--- src/design/frp_pkg.sv ---
package frp_pkg;

  // default sizes and register reset
  localparam int HEADER_MAX_DEF = 199;
  localparam int COUNT_BITS_DEF = 16;
  localparam logic [15:0] MAX_RESIDUES_RESET = 16'd40000;

  // character codes
  localparam logic [7:0] CH_GT      = 8'h3E;
  localparam logic [7:0] CH_SP      = 8'h20;
  localparam logic [7:0] CH_TAB     = 8'h09;
  localparam logic [7:0] CH_LF      = 8'h0A;
  localparam logic [7:0] CH_VT      = 8'h0B;
  localparam logic [7:0] CH_FF      = 8'h0C;
  localparam logic [7:0] CH_CR      = 8'h0D;
  localparam logic [7:0] CH_UPPER_A = 8'h41;
  localparam logic [7:0] CH_UPPER_Z = 8'h5A;
  localparam logic [7:0] CH_LOWER_A = 8'h61;
  localparam logic [7:0] CH_LOWER_Z = 8'h7A;
  localparam logic [7:0] CASE_DIFF  = 8'h20;

  typedef enum logic [2:0] {
    PH_SEEK,
    PH_LEAD,
    PH_ID,
    PH_DESC,
    PH_SEQ
  } phase_t;

  typedef enum logic [2:0] {
    KIND_ID,
    KIND_DESC,
    KIND_RES,
    KIND_END,
    KIND_SKIP,
    KIND_LONG
  } kind_t;

  typedef struct packed {
    kind_t       kind;
    logic [7:0]  char_value;
    logic [15:0] residue_count;
    logic        record_last;
  } result_t;

endpackage

--- src/design/frp_if.sv ---
interface frp_text_if;
  logic       valid;
  logic       ready;
  logic [7:0] data_byte;
  logic       end_of_input;

  modport source (output valid, output data_byte, output end_of_input, input ready);
  modport sink (input valid, input data_byte, input end_of_input, output ready);
endinterface

interface frp_result_if;
  logic        valid;
  logic        ready;
  logic [2:0]  kind;
  logic [7:0]  char_value;
  logic [15:0] residue_count;
  logic        record_last;

  modport source (output valid, output kind, output char_value, output residue_count,
                  output record_last, input ready);
  modport sink (input valid, input kind, input char_value, input residue_count,
                input record_last, output ready);
endinterface

interface frp_cfg_if;
  logic        valid;
  logic        ready;
  logic [15:0] data;

  modport source (output valid, output data, input ready);
  modport sink (input valid, input data, output ready);
endinterface

--- src/design/frp_step.sv ---
module frp_step #(
  parameter int HEADER_MAX = frp_pkg::HEADER_MAX_DEF,
  parameter int COUNT_BITS = frp_pkg::COUNT_BITS_DEF
) (
  input  frp_pkg::phase_t        phase,
  input  logic [7:0]             header_chars,
  input  logic [COUNT_BITS-1:0]  residue_total,
  input  logic [15:0]            max_residues,
  input  logic [7:0]             data_byte,
  input  logic                   end_of_input,
  output frp_pkg::phase_t        phase_next,
  output logic [7:0]             header_chars_next,
  output logic [COUNT_BITS-1:0]  residue_total_next,
  output logic                   emit,
  output frp_pkg::result_t       result
);

  localparam int CMP_W = (COUNT_BITS > 16) ? COUNT_BITS : 16;
  localparam logic [COUNT_BITS-1:0] LIMIT = {COUNT_BITS{1'b1}};
  localparam logic [7:0] HDR_KEEP = 8'(HEADER_MAX);

  logic                  keep;
  logic                  hdr_space;
  logic                  seq_space;
  logic                  is_lower;
  logic                  is_letter;
  logic [7:0]            upper;
  logic [COUNT_BITS-1:0] inc;
  logic [CMP_W-1:0]      inc_ext;
  logic [CMP_W-1:0]      total_ext;
  logic                  too_long;

  always_comb begin
    keep      = header_chars < HDR_KEEP;
    hdr_space = (data_byte == frp_pkg::CH_SP) || (data_byte == frp_pkg::CH_TAB) ||
                (data_byte == frp_pkg::CH_LF) || (data_byte == frp_pkg::CH_VT) ||
                (data_byte == frp_pkg::CH_FF) || (data_byte == frp_pkg::CH_CR);
    seq_space = (data_byte == frp_pkg::CH_SP) || (data_byte == frp_pkg::CH_TAB) ||
                (data_byte == frp_pkg::CH_LF) || (data_byte == frp_pkg::CH_CR);
    is_lower  = (data_byte >= frp_pkg::CH_LOWER_A) && (data_byte <= frp_pkg::CH_LOWER_Z);
    upper     = is_lower ? (data_byte - frp_pkg::CASE_DIFF) : data_byte;
    is_letter = (upper >= frp_pkg::CH_UPPER_A) && (upper <= frp_pkg::CH_UPPER_Z);
    inc       = (residue_total < LIMIT) ? (residue_total + 1'b1) : residue_total;
    inc_ext   = CMP_W'(inc);
    total_ext = CMP_W'(residue_total);
    too_long  = (inc_ext >= CMP_W'(max_residues)) || (inc == LIMIT);
  end

  always_comb begin
    phase_next         = phase;
    header_chars_next  = header_chars;
    residue_total_next = residue_total;
    emit               = 1'b0;
    result.kind          = frp_pkg::KIND_ID;
    result.char_value    = data_byte;
    result.residue_count = '0;
    result.record_last   = 1'b0;

    if (end_of_input) begin
      // end of file closes an open record, seek stays silent
      phase_next         = frp_pkg::PH_SEEK;
      header_chars_next  = '0;
      residue_total_next = '0;
      if (phase != frp_pkg::PH_SEEK && phase <= frp_pkg::PH_SEQ) begin
        emit                 = 1'b1;
        result.kind          = frp_pkg::KIND_END;
        result.char_value    = '0;
        result.residue_count = (phase == frp_pkg::PH_SEQ) ? total_ext[15:0] : 16'd0;
        result.record_last   = 1'b1;
      end
    end else begin
      case (phase)
        frp_pkg::PH_LEAD, frp_pkg::PH_ID, frp_pkg::PH_DESC: begin
          if (header_chars != 8'hFF) begin
            header_chars_next = header_chars + 8'd1;
          end
          if (data_byte == frp_pkg::CH_LF) begin
            phase_next         = frp_pkg::PH_SEQ;
            residue_total_next = '0;
          end else if (phase == frp_pkg::PH_LEAD) begin
            if (!hdr_space) begin
              phase_next  = frp_pkg::PH_ID;
              emit        = keep;
              result.kind = frp_pkg::KIND_ID;
            end
          end else if (phase == frp_pkg::PH_ID) begin
            if (hdr_space) begin
              phase_next = frp_pkg::PH_DESC;
            end else begin
              emit        = keep;
              result.kind = frp_pkg::KIND_ID;
            end
          end else begin
            emit        = keep;
            result.kind = frp_pkg::KIND_DESC;
          end
        end
        frp_pkg::PH_SEQ: begin
          if (data_byte == frp_pkg::CH_GT) begin
            emit                 = 1'b1;
            result.kind          = frp_pkg::KIND_END;
            result.char_value    = '0;
            result.residue_count = total_ext[15:0];
            result.record_last   = 1'b1;
            residue_total_next   = '0;
            header_chars_next    = '0;
            phase_next           = frp_pkg::PH_LEAD;
          end else if (is_letter) begin
            emit                 = 1'b1;
            result.char_value    = upper;
            result.residue_count = inc_ext[15:0];
            if (too_long) begin
              result.kind        = frp_pkg::KIND_LONG;
              result.record_last = 1'b1;
              residue_total_next = '0;
              phase_next         = frp_pkg::PH_SEEK;
            end else begin
              result.kind        = frp_pkg::KIND_RES;
              residue_total_next = inc;
            end
          end else if (!seq_space) begin
            emit                 = 1'b1;
            result.kind          = frp_pkg::KIND_SKIP;
            result.residue_count = total_ext[15:0];
          end
        end
        default: begin
          // seek, and any stray phase code falls back to seek
          phase_next = frp_pkg::PH_SEEK;
          if (data_byte == frp_pkg::CH_GT) begin
            phase_next         = frp_pkg::PH_LEAD;
            header_chars_next  = '0;
            residue_total_next = '0;
          end
        end
      endcase
    end
  end

endmodule

--- src/design/fasta_record_parser_core.sv ---
// fasta record parser: turns a fasta text stream into id, description,
// residue, skip, end and too-long items, at most one item per text byte.
// channels:
//   text   - sink, one item per byte: data_byte and end_of_input
//   result - source, at most one item per text item: kind, char_value,
//            residue_count, record_last
//   cfg    - sink, writes max_residues; always ready, write only while idle
// data path: a text item accepted goes into the input holding register, then
// through the step into the output register once that register is free.
// throughput: one text item per cycle unless result stalls; the state update
// is a single short pass between the input holding and output registers.
// reset (rst, synchronous): parser back to seeking '>', counts cleared,
// max_residues back to 40000, both holding registers empty.
// stall: when result is not taken the output register holds, the input
// register holds one more item, then text.ready drops.
module fasta_record_parser_core #(
  parameter int HEADER_MAX = frp_pkg::HEADER_MAX_DEF,
  parameter int COUNT_BITS = frp_pkg::COUNT_BITS_DEF
) (
  input  logic          clk,
  input  logic          rst,
  frp_text_if.sink      text,
  frp_result_if.source  result,
  frp_cfg_if.sink       cfg
);

  // parser state
  frp_pkg::phase_t        phase;
  logic [7:0]             header_chars;
  logic [COUNT_BITS-1:0]  residue_total;
  logic [15:0]            max_residues;

  // input holding register
  logic                   hold_valid;
  logic [7:0]             hold_byte;
  logic                   hold_eof;

  // output register
  logic                   out_valid;
  frp_pkg::result_t       out_res;

  // step results
  frp_pkg::phase_t        phase_next;
  logic [7:0]             header_chars_next;
  logic [COUNT_BITS-1:0]  residue_total_next;
  logic                   step_emit;
  frp_pkg::result_t       step_res;

  logic                   step_fire;
  logic                   text_take;

  // the held byte advances when the output register is empty or drains now
  assign step_fire = hold_valid && (!out_valid || result.ready);
  assign text.ready = !hold_valid || step_fire;
  assign text_take = text.valid && text.ready;
  assign cfg.ready = 1'b1;

  frp_step #(
    .HEADER_MAX (HEADER_MAX),
    .COUNT_BITS (COUNT_BITS)
  ) u_step (
    .phase              (phase),
    .header_chars       (header_chars),
    .residue_total      (residue_total),
    .max_residues       (max_residues),
    .data_byte          (hold_byte),
    .end_of_input       (hold_eof),
    .phase_next         (phase_next),
    .header_chars_next  (header_chars_next),
    .residue_total_next (residue_total_next),
    .emit               (step_emit),
    .result             (step_res)
  );

  // control and parser state
  always_ff @(posedge clk) begin
    if (rst) begin
      hold_valid    <= 1'b0;
      out_valid     <= 1'b0;
      phase         <= frp_pkg::PH_SEEK;
      header_chars  <= '0;
      residue_total <= '0;
      max_residues  <= frp_pkg::MAX_RESIDUES_RESET;
    end else begin
      if (text_take) begin
        hold_valid <= 1'b1;
      end else if (step_fire) begin
        hold_valid <= 1'b0;
      end
      if (step_fire && step_emit) begin
        out_valid <= 1'b1;
      end else if (result.ready) begin
        out_valid <= 1'b0;
      end
      if (step_fire) begin
        phase         <= phase_next;
        header_chars  <= header_chars_next;
        residue_total <= residue_total_next;
      end
      if (cfg.valid) begin
        max_residues <= cfg.data;
      end
    end
  end

  // payload registers
  always_ff @(posedge clk) begin
    if (text_take) begin
      hold_byte <= text.data_byte;
      hold_eof  <= text.end_of_input;
    end
    if (step_fire && step_emit) begin
      out_res <= step_res;
    end
  end

  assign result.valid         = out_valid;
  assign result.kind          = out_res.kind;
  assign result.char_value    = out_res.char_value;
  assign result.residue_count = out_res.residue_count;
  assign result.record_last   = out_res.record_last;

  // only record end and too long close a record
  a_last_kind: assert property (@(posedge clk) disable iff (rst)
    out_valid && out_res.record_last |->
      (out_res.kind == frp_pkg::KIND_END) || (out_res.kind == frp_pkg::KIND_LONG))
    else $error("record_last on a result that does not close a record");

  // end of input always returns the parser to seek
  a_eof_seek: assert property (@(posedge clk) disable iff (rst)
    step_fire && hold_eof |=> phase == frp_pkg::PH_SEEK)
    else $error("parser not in seek after end of input");

  // a produced result is never dropped
  a_emit_loaded: assert property (@(posedge clk) disable iff (rst)
    step_fire && step_emit |=> out_valid)
    else $error("produced result not loaded into output register");

  // reset empties the output and restarts the parse
  a_reset: assert property (@(posedge clk)
    rst |=> !out_valid && !hold_valid && (phase == frp_pkg::PH_SEEK))
    else $error("state not cleared by reset");

endmodule
--- src/flat_wrapper.sv ---
// flat-port wrapper written by rule: the top's interface ports become plain ports
module fasta_record_parser_core_flat 
#(
  parameter int HEADER_MAX = frp_pkg::HEADER_MAX_DEF,
  parameter int COUNT_BITS = frp_pkg::COUNT_BITS_DEF
)
  (clk, rst, text_valid, text_data_byte, text_end_of_input, text_ready, result_valid, result_kind, result_char_value, result_residue_count, result_record_last, result_ready, cfg_valid, cfg_data, cfg_ready);
  frp_text_if text_i ();
  frp_result_if result_i ();
  frp_cfg_if cfg_i ();
  input  logic clk;
  input  logic rst;
  input wire logic [$bits(text_i.valid)-1:0] text_valid;
  input wire logic [$bits(text_i.data_byte)-1:0] text_data_byte;
  input wire logic [$bits(text_i.end_of_input)-1:0] text_end_of_input;
  output wire logic [$bits(text_i.ready)-1:0] text_ready;
  output wire logic [$bits(result_i.valid)-1:0] result_valid;
  output wire logic [$bits(result_i.kind)-1:0] result_kind;
  output wire logic [$bits(result_i.char_value)-1:0] result_char_value;
  output wire logic [$bits(result_i.residue_count)-1:0] result_residue_count;
  output wire logic [$bits(result_i.record_last)-1:0] result_record_last;
  input wire logic [$bits(result_i.ready)-1:0] result_ready;
  input wire logic [$bits(cfg_i.valid)-1:0] cfg_valid;
  input wire logic [$bits(cfg_i.data)-1:0] cfg_data;
  output wire logic [$bits(cfg_i.ready)-1:0] cfg_ready;
  assign text_i.valid = text_valid;
  assign text_i.data_byte = text_data_byte;
  assign text_i.end_of_input = text_end_of_input;
  assign text_ready = text_i.ready;
  assign result_valid = result_i.valid;
  assign result_kind = result_i.kind;
  assign result_char_value = result_i.char_value;
  assign result_residue_count = result_i.residue_count;
  assign result_record_last = result_i.record_last;
  assign result_i.ready = result_ready;
  assign cfg_i.valid = cfg_valid;
  assign cfg_i.data = cfg_data;
  assign cfg_ready = cfg_i.ready;
  fasta_record_parser_core #(.HEADER_MAX(HEADER_MAX), .COUNT_BITS(COUNT_BITS)) u_core (.clk(clk), .rst(rst), .text(text_i), .result(result_i), .cfg(cfg_i));
endmodule
--- config.mk ---
export PLATFORM = sky130hd
export DESIGN_NAME = fasta_record_parser_core_flat
export DESIGN_NICKNAME = d
export VERILOG_FILES = /design/src/design/frp_pkg.sv /design/src/design/frp_if.sv /design/src/design/frp_step.sv /design/src/design/fasta_record_parser_core.sv /design/src/flat_wrapper.sv
export SDC_FILE = /design/constraint.sdc
export NUM_CORES = 1
export LEC_CHECK = 0
export BUFFER_PORTS_ARGS = -buffer_cell sky130_fd_sc_hd__buf_2
export CAP_MARGIN = 20
export CORE_MARGIN = 2
export CORE_UTILIZATION = 45
export CTS_BUF_LIST = sky130_fd_sc_hd__clkbuf_8
export CTS_CLUSTER_DIAMETER = 80
export DETAILED_ROUTE_END_ITERATION = 8
export PLACE_DENSITY = 0.75
export RECOVER_POWER = 25
export SETUP_SLACK_MARGIN = 0.5
export SYNTH_ARGS = -nofsm -noshare
export SYNTH_HDL_FRONTEND = slang
export SYNTH_SLANG_ARGS = --single-unit
--- constraint.sdc ---
create_clock -name clk -period 9.3 [get_ports clk]
set_input_delay 2.325 -clock clk [delete_from_list [all_inputs] [get_ports clk]]
set_output_delay 2.325 -clock clk [all_outputs]
set_load 0.01 [all_outputs]
# Word level (Yosys, flattened, before mapping)
# Index checks and enable logic that the tools add are counted.
dict set report word_totals {
  input_bits 30
  reg_bits 82
  out_inout_bits 31
}
dict set report classes {
  n_lt_le_gt_ge 8
  eq_ne 20
  addsub 3
  muxes 55
  n_reduce_logical 26
}
# cell count
set op_table {}
lappend op_table {{2-to-1 mux 16 bit} 10}
lappend op_table {{2-to-1 mux 28 bit} 2}
lappend op_table {{2-to-1 mux 8 bit} 6}
lappend op_table {{equality test 8 x 4 -> 1 bit (second input constant)} 5}
lappend op_table {{2-to-1 mux 3 bit} 12}
lappend op_table {{case mux 16 bit (2 select lines)} 1}
lappend op_table {{2-to-1 mux 27 bit} 1}
lappend op_table {{2-to-1 mux 25 bit} 1}
lappend op_table {{2-to-1 mux 1 bit} 19}
lappend op_table {{adder 16 x 1 -> 16 bit (second input constant)} 1}
lappend op_table {{equality test 16 bit (second input constant)} 1}
lappend op_table {{equality test 8 x 6 -> 1 bit (second input constant)} 2}
lappend op_table {{greater-or-equal comparator 16 bit} 1}
lappend op_table {{greater-or-equal comparator 8 x 7 -> 1 bit (second input constant)} 2}
lappend op_table {{<= comparator 8 x 7 -> 1 bit (second input constant)} 2}
lappend op_table {{< comparator 16 bit (second input constant)} 1}
lappend op_table {{!= test 5 x 4 -> 1 bit (second input constant)} 3}
lappend op_table {{case mux 3 bit (2 select lines)} 2}
lappend op_table {{logical OR 1 bit} 9}
lappend op_table {{adder 8 x 1 -> 8 bit (second input constant)} 1}
lappend op_table {{< comparator 8 bit (second input constant)} 1}
lappend op_table {{!= test 4 x 2 -> 1 bit (second input constant)} 2}
lappend op_table {{!= test 8 bit (second input constant)} 1}
lappend op_table {{subtractor 8 x 6 -> 8 bit (second input constant)} 1}
lappend op_table {{15 further kinds} 25}

# Logic depth before layout (Yosys ltp)
dict set report logic_depth {
  ltp_word 14
  depth_mapped 17
  ltp_nobuf 14
}

# Cells and area by module
# A second synthesis with hierarchy kept.
dict set report unflattened {
  cells_unflattened 625
  area_unflattened_um2 5465.2
}
# module n_inst seq_area_each_um2 area_per_inst_um2 cells_each
set modules_own_cells {}
lappend modules_own_cells {fasta_record_parser_core 1 2011.9 3005.4 220}
lappend modules_own_cells {frp_step 1 0.0 2459.9 405}

# Worst setup path before layout
# Ideal clock, no wire load.
dict set report synth_timing {
  kind {input to output}
  startpoint {input result_ready}
  endpoint {output text_ready}
  path_stages 1
  arrival_ps 2533
  t_required_ps 6975
  slack_ps 4442
  path_buffers 0
  path_cell_list {nand3b_1}
}
dict set report synth_between {
  elab_chain_len 3
}
# item line
set synth_lines {}
lappend synth_lines {{from (decl)} flat_wrapper.sv:22} ;# input wire logic [$bits(result_i.ready)-1:0] result_ready;
lappend synth_lines {{logical OR 1 bit} fasta_record_parser_core.sv:53} ;# assign step_fire = hold_valid && (!out_valid || result.ready);
lappend synth_lines {{logical AND 1 bit} fasta_record_parser_core.sv:53}
lappend synth_lines {{logical OR 1 bit} fasta_record_parser_core.sv:54} ;# assign text.ready = !hold_valid || step_fire;
lappend synth_lines {{to (decl)} flat_wrapper.sv:16} ;# output wire logic [$bits(text_i.ready)-1:0] text_ready;
# No other way between the ends.

# Worst setup path after layout
# Same ends and word-level chain as after synthesis.

==> impl_metrics.toml <==
[logic_synthesis]
ys_ff_latch = 82
synthCells = 511
avgSynthCellArea_um2 = 8.95
syn-cell-area_um2 = 4570
synth-simple-area-share = 0.217
synth_mux_area_frac = 0.0416
synth_top_family_by_area = "simple AND/OR/NAND/NOR gates"
async_flop_share = 0
synth-edff-count = 37
ys.flop_type = "dfxtp_1"
synth-compound-area-share = 0.162
syn_nets = 562
synth_warnings = 0
ys_seq_area_frac = 0.440
netlist-cell-type-count = 62
synth_xor_area_frac = 0.0230
synthAdderAreaFrac = 0.0574

[clocking]
cts_resized = 0
clk_pin_slew_worst_paths_ns = 0.07
clock_sinks = 82
htree_levels = 3
root_buffer = "clkbuf_8"
cts_hold_buf = 0
clk_latency_ns = 0.36
post-cts-setup-buffers = 0
cts_buffer_depth = 2
cts_made_buffers = 9
cts_tree = "done"

[detailed_routing]
drcViolationCount = 0
via_per_inst = 5.63
ant_nets = 0
dr.pass1.iters = 5
drtIter0Drc = 258
route.detailed.wl_per_inst_um = 14.8
postRouteWirelength_um = 10300
dr_total_vias = 3905

[power]
peakVddDrop_uv = 56.0
internal_power_mw = 0.493
p_sw_frac = 0.241
p_per_area_nw_per_um2 = 127
p_switching_mw = 0.157
power_mw = 0.650
p_clk_frac = 0.340
p_leak_nw = 1.98
p_comb_frac = 0.060
p_seq_frac = 0.600

[setup_path]
path_class = "input port to output port"
worstSetupStartpoint = "result_ready"
worstSetupStartpointType = "input port"
reg2reg_slack_ns = 4.44
end_kind = "output port"
worstPathRequired_ns = 6.98
rr_worst_depth = 13
r2r_end = "u_core.residue_total[6]$_SDFFE_PP0P_"
arrival_ns = 2.76
r2r_start = "u_core.residue_total[0]$_SDFFE_PP0P_"
cp_max_fo = 3

[layout]
final_common_cell = "buf_2"
layout-drive-gt1-share = 0.141
fillerInstances = 939
area_growth_pct = 11.7
utilization = 0.520
diodes = 0
final_cell_mix = "buf_2, nand2_1, dfxtp_1"
finalNetCount = 607

[run]
drv_cap = 0

[die]
die-area_um2 = 11000
die_w_um = 105
ios = 61
die_h_um = 105
core_um2 = 9820
initial_utilization = 0.466
rows = 36

[worst_hold_path]
holdPathStages = 2
whs_endpoint = "u_core.max_residues[11]$_SDFFE_PP1P_"
hp-class = "flip-flop to flip-flop"
min_from = "u_core.max_residues[11]$_SDFFE_PP1P_"

[sta]
fin_setup_tns_ns = 0
setup_viol = 0
finalClockSkew_ns = 0.00756
hold_violations = 0
fmax_mhz = 197
drv_slew = 0
max_slew_margin = 0.388
finalCritPeriodShare = 0.546
tightest_slew_ns = 0.918
fin_crit_ns = 5.08
grt_setup_unrepaired = "no"
holdWs_ns = 0.494

[placed_design]
port_buffers = 59
hpwl_um = 7580
gp_congestion = 0.920

[global_route]
grt_overflow = 0
first_global_vias = 3460
top_usage_layer = "met2"
use_met1 = 0.280
antenna_found_initial = 0
use_met2 = 0.287
grt_first_pass_wirelength_um = 17200
grt_util_all_layers = 0.192
grt_max_degree = 29
grt_use_met3 = 0.0268

[outcome]
outcome = "finished clean"
## Yosys cell counts (all sizes together) (2+ instances only)
master  instances  area (um^2)
a41oi           3         26.3
nor2           40          150
a211oi          4         30.0
a21oi          25          125
a21o            2         15.0
o21a            4         30.0
xnor2           8         70.1
o21bai          2         15.0
or3             2         12.5
nand4          14         87.6
edfxtp         37         1110
nand4b          2         17.5
o31ai           3         22.5
nand2b          4         25.0
or4             5         41.3
nand2          55          206
nor3           13         65.1
nand3          14         75.1
and3            4         25.0
xor2            4         35.0
clkbuf         12         45.0
o211ai          8         60.1
a32o            3         30.0
a22o            3         26.3
nor4           10         62.6
ha             21          263
nor3b           3         22.5
buf            15         75.1
mux2i          19          190
nand3b          3         22.5
inv            37          139
dfxtp          45          901
o21ai          44          220
and2           10         63.8
a311o           2         20.0
nor2b           6         37.5
and4            4         35.0
nor4b           2         17.5
## layout make-up
class                   count  area (um^2)  area share
clock buffers               9          124      0.0243
multi-input cells         364         2300       0.450
repair buffers             61          325      0.0637
inverters                  38          143      0.0279
clock inverters             7         37.5     0.00735
flip-flops and latches     82         2010       0.394
well taps                 133          166      0.0326
## layer usage
metal | vias up | share of wire
met5 | - | 0
met2 | 131 | 0.44
met1 | 1817 | 0.50
met4 | 0 | 0.020
met3 | 14 | 0.048
li1 | 1943 | -
## logic make-up (layout without fill, tap and decap cells)
logic type | Yosys count | in the layout
other cells | 1 | 1
mux | 19 | 19
simple gates | 194 | 194
fa+ha+maj | 21 | 21
buf+inv | 65 | 115
flops | 82 | 82
xor+xnor | 12 | 12
compound gates | 117 | 117
## critical path, stage by stage
cell	delay, ns
clkbuf_1	0.08
nand3b_1	0.19
buf_2	0.16
## state kept, by name, summed over array words and instances (netlist names)
name and cells:
u_core.header_chars 8, u_core.result.char_value 8, u_core.result.valid 1, u_core.max_residues 16
u_core.phase 3, u_core.hold_eof 1, u_core.hold_byte 8, u_core.hold_valid 1
u_core.result.residue_count 16, u_core.residue_total 16, u_core.result.record_last 1, u_core.result.kind 3
## worst max path at each step
stage / to / slack (ns) / cells past startpoint
2_1_floorplan: text_ready / 4.44 / 1
3_3_place_gp: text_ready / 4.24 / 3
3_5_place_dp: text_ready / 4.21 / 3
4_1_cts: text_ready / 4.21 / 3
5_1_grt: u_core.residue_total[6]$_SDFFE_PP0P_ / 3.97 / 14
6_report: text_ready / 4.22 / 3
## stage by stage
stage | cells | instance area [um^2] | setup slack (ns)
2_1_floorplan | 511 | 4570 | 4.44
3_3_place_gp | 676 | 4920 | 4.24
3_5_place_dp | 676 | 4920 | 4.21
4_1_cts | 692 | 5080 | 4.21
5_1_grt | 694 | 5110 | 3.97
6_report | 694 | 5110 | 4.22
## power groups by stage
stage | sequential (mW) | clock [mW] | combinational [mW]
after floorplan | 0.396 | 0 | 0.0272
after global routing | 0.392 | 0.238 | 0.0437
after global placement | 0.398 | 0 | 0.0364
final | 0.390 | 0.221 | 0.0388
after CTS | 0.390 | 0.228 | 0.0388
after detailed placement | 0.399 | 0 | 0.0387
Note: power is estimated with default switching activity, not from simulation.
